[config.mk]
export PLATFORM = sky130hd
export DESIGN_NAME = bfla_ctrl
export DESIGN_NICKNAME = d
export VERILOG_FILES = /design/src/design/bfla_pkg.sv /design/src/design/bfla_ctrl.sv
export SDC_FILE = /design/constraint.sdc
export NUM_CORES = 1
export LEC_CHECK = 0
export BUFFER_PORTS_ARGS = -buffer_cell sky130_fd_sc_hd__buf_2
export CAP_MARGIN = 20
export CORE_AREA = 5 5 42 44
export DETAILED_ROUTE_END_ITERATION = 10
export DIE_AREA = 0 0 47 49
export HOLD_SLACK_MARGIN = 0.05
export SLEW_MARGIN = 10
export SYNTH_ARGS = -nofsm -noshare
export SYNTH_HDL_FRONTEND = slang
export SYNTH_SLANG_ARGS = --single-unit
[constraint.sdc]
create_clock -name clk_i -period 1.35 [get_ports clk_i]
set_clock_uncertainty 0.05 [all_clocks]
set_input_delay 0.0675 -clock clk_i [delete_from_list [all_inputs] [get_ports clk_i]]
set_output_delay 0.0675 -clock clk_i [all_outputs]
set_load 0.05 [all_outputs]
[src/design/bfla_pkg.sv]
`timescale 1ns / 1ps

package bfla_pkg;

  // field widths of the item, result and config ports
  localparam int unsigned IDX_W = 12;
  localparam int unsigned CNT_W = 13;
  localparam int unsigned STATUS_W = 2;

  localparam int unsigned MAX_BLOCKS_DEFAULT = 4096;
  localparam logic [CNT_W-1:0] BLOCK_COUNT_RST = 13'd4096;

  typedef enum logic {
    OPC_ACQUIRE = 1'b0,
    OPC_RELEASE = 1'b1
  } opcode_e;

  typedef enum logic [STATUS_W-1:0] {
    STATUS_GRANTED  = 2'd0,
    STATUS_RELEASED = 2'd1,
    STATUS_OOM      = 2'd2
  } status_e;

  typedef enum logic [1:0] {
    S_IDLE,
    S_POP,
    S_LINK
  } state_e;

  // datapath operations issued by the controller
  typedef enum logic [2:0] {
    OP_IDLE,
    OP_OOM,
    OP_BUMP,
    OP_POP_READ,
    OP_POP_FINISH,
    OP_REL_TAKE,
    OP_REL_CLOSE
  } dp_op_e;

  typedef struct packed {
    dp_op_e op;
    logic   emit;
  } dp_cmd_t;

  typedef struct packed {
    logic oom;
    logic list_nonempty;
  } dp_sts_t;

  // one link entry: end-of-list mark and next index
  typedef struct packed {
    logic             last;
    logic [IDX_W-1:0] next;
  } link_entry_t;

endpackage

[src/design/bfla_ctrl.sv]
`timescale 1ns / 1ps

module bfla_ctrl (
  input  logic              clk_i,
  input  logic              rst_ni,
  input  logic              start,
  input  logic              opcode_i,
  input  logic              batch_last_i,
  input  bfla_pkg::dp_sts_t sts_i,
  output bfla_pkg::dp_cmd_t cmd_o,
  output logic              busy
);

  bfla_pkg::state_e state_q, state_d;
  logic is_release;

  assign is_release = (bfla_pkg::opcode_e'(opcode_i) == bfla_pkg::OPC_RELEASE);

  // state register
  always_ff @(posedge clk_i or negedge rst_ni) begin
    if (!rst_ni) begin
      state_q <= bfla_pkg::S_IDLE;
    end else begin
      state_q <= state_d;
    end
  end

  // next state
  always_comb begin
    state_d = state_q;
    unique case (state_q)
      bfla_pkg::S_IDLE: begin
        if (start) begin
          if (is_release && batch_last_i) begin
            state_d = bfla_pkg::S_LINK;
          end else if (!is_release && !sts_i.oom && sts_i.list_nonempty) begin
            state_d = bfla_pkg::S_POP;
          end
        end
      end
      bfla_pkg::S_POP:  state_d = bfla_pkg::S_IDLE;
      bfla_pkg::S_LINK: state_d = bfla_pkg::S_IDLE;
      default:          state_d = bfla_pkg::S_IDLE;
    endcase
  end

  // commands to the datapath
  always_comb begin
    cmd_o.op   = bfla_pkg::OP_IDLE;
    cmd_o.emit = 1'b0;
    unique case (state_q)
      bfla_pkg::S_IDLE: begin
        if (start) begin
          if (is_release) begin
            cmd_o.op   = bfla_pkg::OP_REL_TAKE;
            cmd_o.emit = !batch_last_i;
          end else if (sts_i.oom) begin
            cmd_o.op   = bfla_pkg::OP_OOM;
            cmd_o.emit = 1'b1;
          end else if (sts_i.list_nonempty) begin
            cmd_o.op = bfla_pkg::OP_POP_READ;
          end else begin
            cmd_o.op   = bfla_pkg::OP_BUMP;
            cmd_o.emit = 1'b1;
          end
        end
      end
      bfla_pkg::S_POP: begin
        cmd_o.op   = bfla_pkg::OP_POP_FINISH;
        cmd_o.emit = 1'b1;
      end
      bfla_pkg::S_LINK: begin
        cmd_o.op   = bfla_pkg::OP_REL_CLOSE;
        cmd_o.emit = 1'b1;
      end
      default: begin
        cmd_o.op   = bfla_pkg::OP_IDLE;
        cmd_o.emit = 1'b0;
      end
    endcase
  end

  assign busy = (state_q != bfla_pkg::S_IDLE);

endmodule

==> metrics.md <==
| Metric | Value |
|---|---|
| Logic pwr share | `0.799` |
| Initial antenna violation count | `0` |
| Area of the core | `0.00140 mm²` |
| Post-route cell area | `about 430 µm²` |
| Grt ovf | `0` |
| Startpoint Class | `register` |
| Final Setup Violations | `4` |
| Crit path DAT | `1.45 ns` |
| Failing checks | `setup timing` |
| Fin crit share | `1.16` |
| Max_cap viols | `0` |
| Top Registers | `state_q (2)` |
| Synth-to-layout area growth | `135%` |
| Pre-CTS WS | `-0.0950 ns` |
| Synth Net Count | `32` |
| Clock-pin slew on the worst setup and hold paths | `0.03 ns` |
| Ys Warns | `0` |
| Port bufs | `11` |
| Worst slew pin tran | `approximately 0.32 ns` |
| Internal power | `542 µW` |
| Max FFs per register | `2` |
| Mapped Cells | `23` |
| Most frequent cells in the layout | `buf_2, buf_4, buf_6` |
| Starting Density | `0.130` |
| Die X | `47 µm` |
| Busiest layer in global routing | `met2` |
| GR Layer Usage met3 | `0.0295` |
| Worst reg2reg path depth | `5` |
| Drt initial violations | `3` |
| Row cnt | `14` |
| Yosys reg bits | `2` |
| Num CTS Buffers | `3` |
| Relative slew slack | `0.782` |
| Vias/cell | `4.03` |
| Synthesized area per cell | `7.94 µm²` |
| Residual DRC count | `0` |
| Max rail drop VDD | `849 µV` |
| CP max FO | `2` |
| M2 GR Usage | `0.0882` |
| I/O Pins | `12` |
| Largest net degree at the start of global routing | `6` |
| Max-slew violations | `0` |
| Cell area after placement | `345 µm²` |
| Share of layout cells above drive strength 1 | `0.705` |
| First-pass GRT wire length | `1.00 mm` |
| Die H | `~49 µm` |
| Final WL | `589 µm` |
| Total Power | `between 1 and 1.5 mW` |
| Die ar. | `roughly 0.0023 mm²` |
| CTS Buffer Depth | `2` |
| Clk_lat worst skew | `0.22 ns` |
| Nets | `55` |
| Setup ws final | `-0.216 ns` |
| Via count | `about 240` |
| Setup TNS | `-0.594 ns` |
| Minimum clock period | `~1.6 ns` |
| CTS tree | `built` |
| Pwr Density | `2570 mW/mm²` |
| Net Sw Power | `561 µW` |
| Routed len/inst | `9.82 µm` |
| Worst Path Required | `1.23 ns` |
| Total track usage | `0.0613` |
| Worst setup EP type | `output pin` |
| Clk sinks | `2` |
| Register share of total power | `0.082` |
| CP Class | `reg2out` |
| Sw frac | `0.508` |
| Leak | `around 0.21 nW` |
| H-Tree Depth | `1` |
| Root buffer cell | `clkbuf_4` |
| GP Congestion | `0.638` |
| Final ANT Viol Nets | `0` |
| Grt met1 use | `0.0615` |
| Worst Hold Class | `in2async` |
| Diodes inserted | `0` |
| Hpwl dp | `between 400 and 500 µm` |
| Clk pwr share | `0.119` |
| Post-Syn Area | `183 µm²` |
| Unrepaired setup endpoints after global routing | `true` |
| Final Hold Fails | `0` |
| Detailed Routing Iterations Pass 1 | `4` |
| Distinct cells, synth | `15` |
| Number of global-route vias before repair | `261` |
| Fmax | `0.639 GHz` |
| Status | `complete, but fails checks` |
| Seq/Total Area, Yosys | `0.274` |
| Largest Register | `state_q` |
critical path: stages (launching register included):
cell     delay [ns]
dfrtp_1        0.38
inv_2          0.07
ha_4           0.14
nand2_4        0.04
a221o_1        0.29
a21oi_4        0.13
buf_6          0.17
cell usage after synthesis:
library cell	instances	area share
inv_1	4	0.082
o211a_1	1	0.055
o21ai_0	1	0.027
a21oi_1	1	0.027
nand4_1	1	0.034
o22ai_1	1	0.034
nand2_1	2	0.041
dfrtp_1	2	0.27
a21oi_2	1	0.048
nand3_1	2	0.055
ha_1	2	0.14
nor3_1	2	0.055
and3_2	1	0.041
a221o_1	1	0.055
nor2_2	1	0.034
layer usage:
layer | up-vias | part of all wire
met5 | - | 0
met1 | 108 | 0.37
met3 | 0 | 0.088
li1 | 127 | -
met2 | 7 | 0.54
met4 | 0 | 0
cell families after synthesis:
group | synth area share
AO/OA/AOI/OAI | 0.247
adder cells (fa/ha/maj) | 0.137
buffers and inverters | 0.0822
flip-flops | 0.274
AND/OR/NAND/NOR | 0.260
through the flow:
stage	std cells	util	hold slack (ns)
floorplan	23	-	-0.278
global placement	55	0.246	-0.197
detailed placement	55	0.246	-0.196
CTS	60	0.304	0.0936
global route	60	0.306	0.123
finish	60	0.306	0.110
cell type report:
cell class,count,area [µm²]
inverters,4,15.0
well taps,16,20.0
flip-flops and latches,2,50.0
multi-input cells,17,180
clock buffers,3,22.5
fillers,161,972
repair buffers,18,141
power groups by stage:
stage	Combinational (mW)	Sequential [mW]	Clock [mW]
5_1_grt	0.937	0.0933	0.147
2_1_floorplan	0.544	0.0952	0
3_3_place_gp	0.740	0.0932	0
3_5_place_dp	0.748	0.0929	0
4_1_cts	0.878	0.0909	0.143
6_report	0.882	0.0909	0.131
path summary, 6_finish.rpt:
path                                   end          from  slack (ns)
max in group asynchronous       state_q[0]        rst_ni        1.05
worst max register to register  state_q[1]    state_q[0]        0.27
min in group clk_i              state_q[1]  batch_last_i        0.15
worst max-delay path              cmd_o[0]    state_q[0]       -0.22
worst min register to register  state_q[1]    state_q[1]        0.66
worst min-delay path            state_q[1]        rst_ni        0.11
repair_timing:
item | in CTS | in global routing
endpoints found under the setup margin | 5 | 5
hold buffers | 1 | 0
buffers inserted | 1 | 0
pin swaps | 2 | 0
hold endpoints to repair | 2 | 0
gates resized for setup | 11 | 2
(Power assumes the default switching activity.)
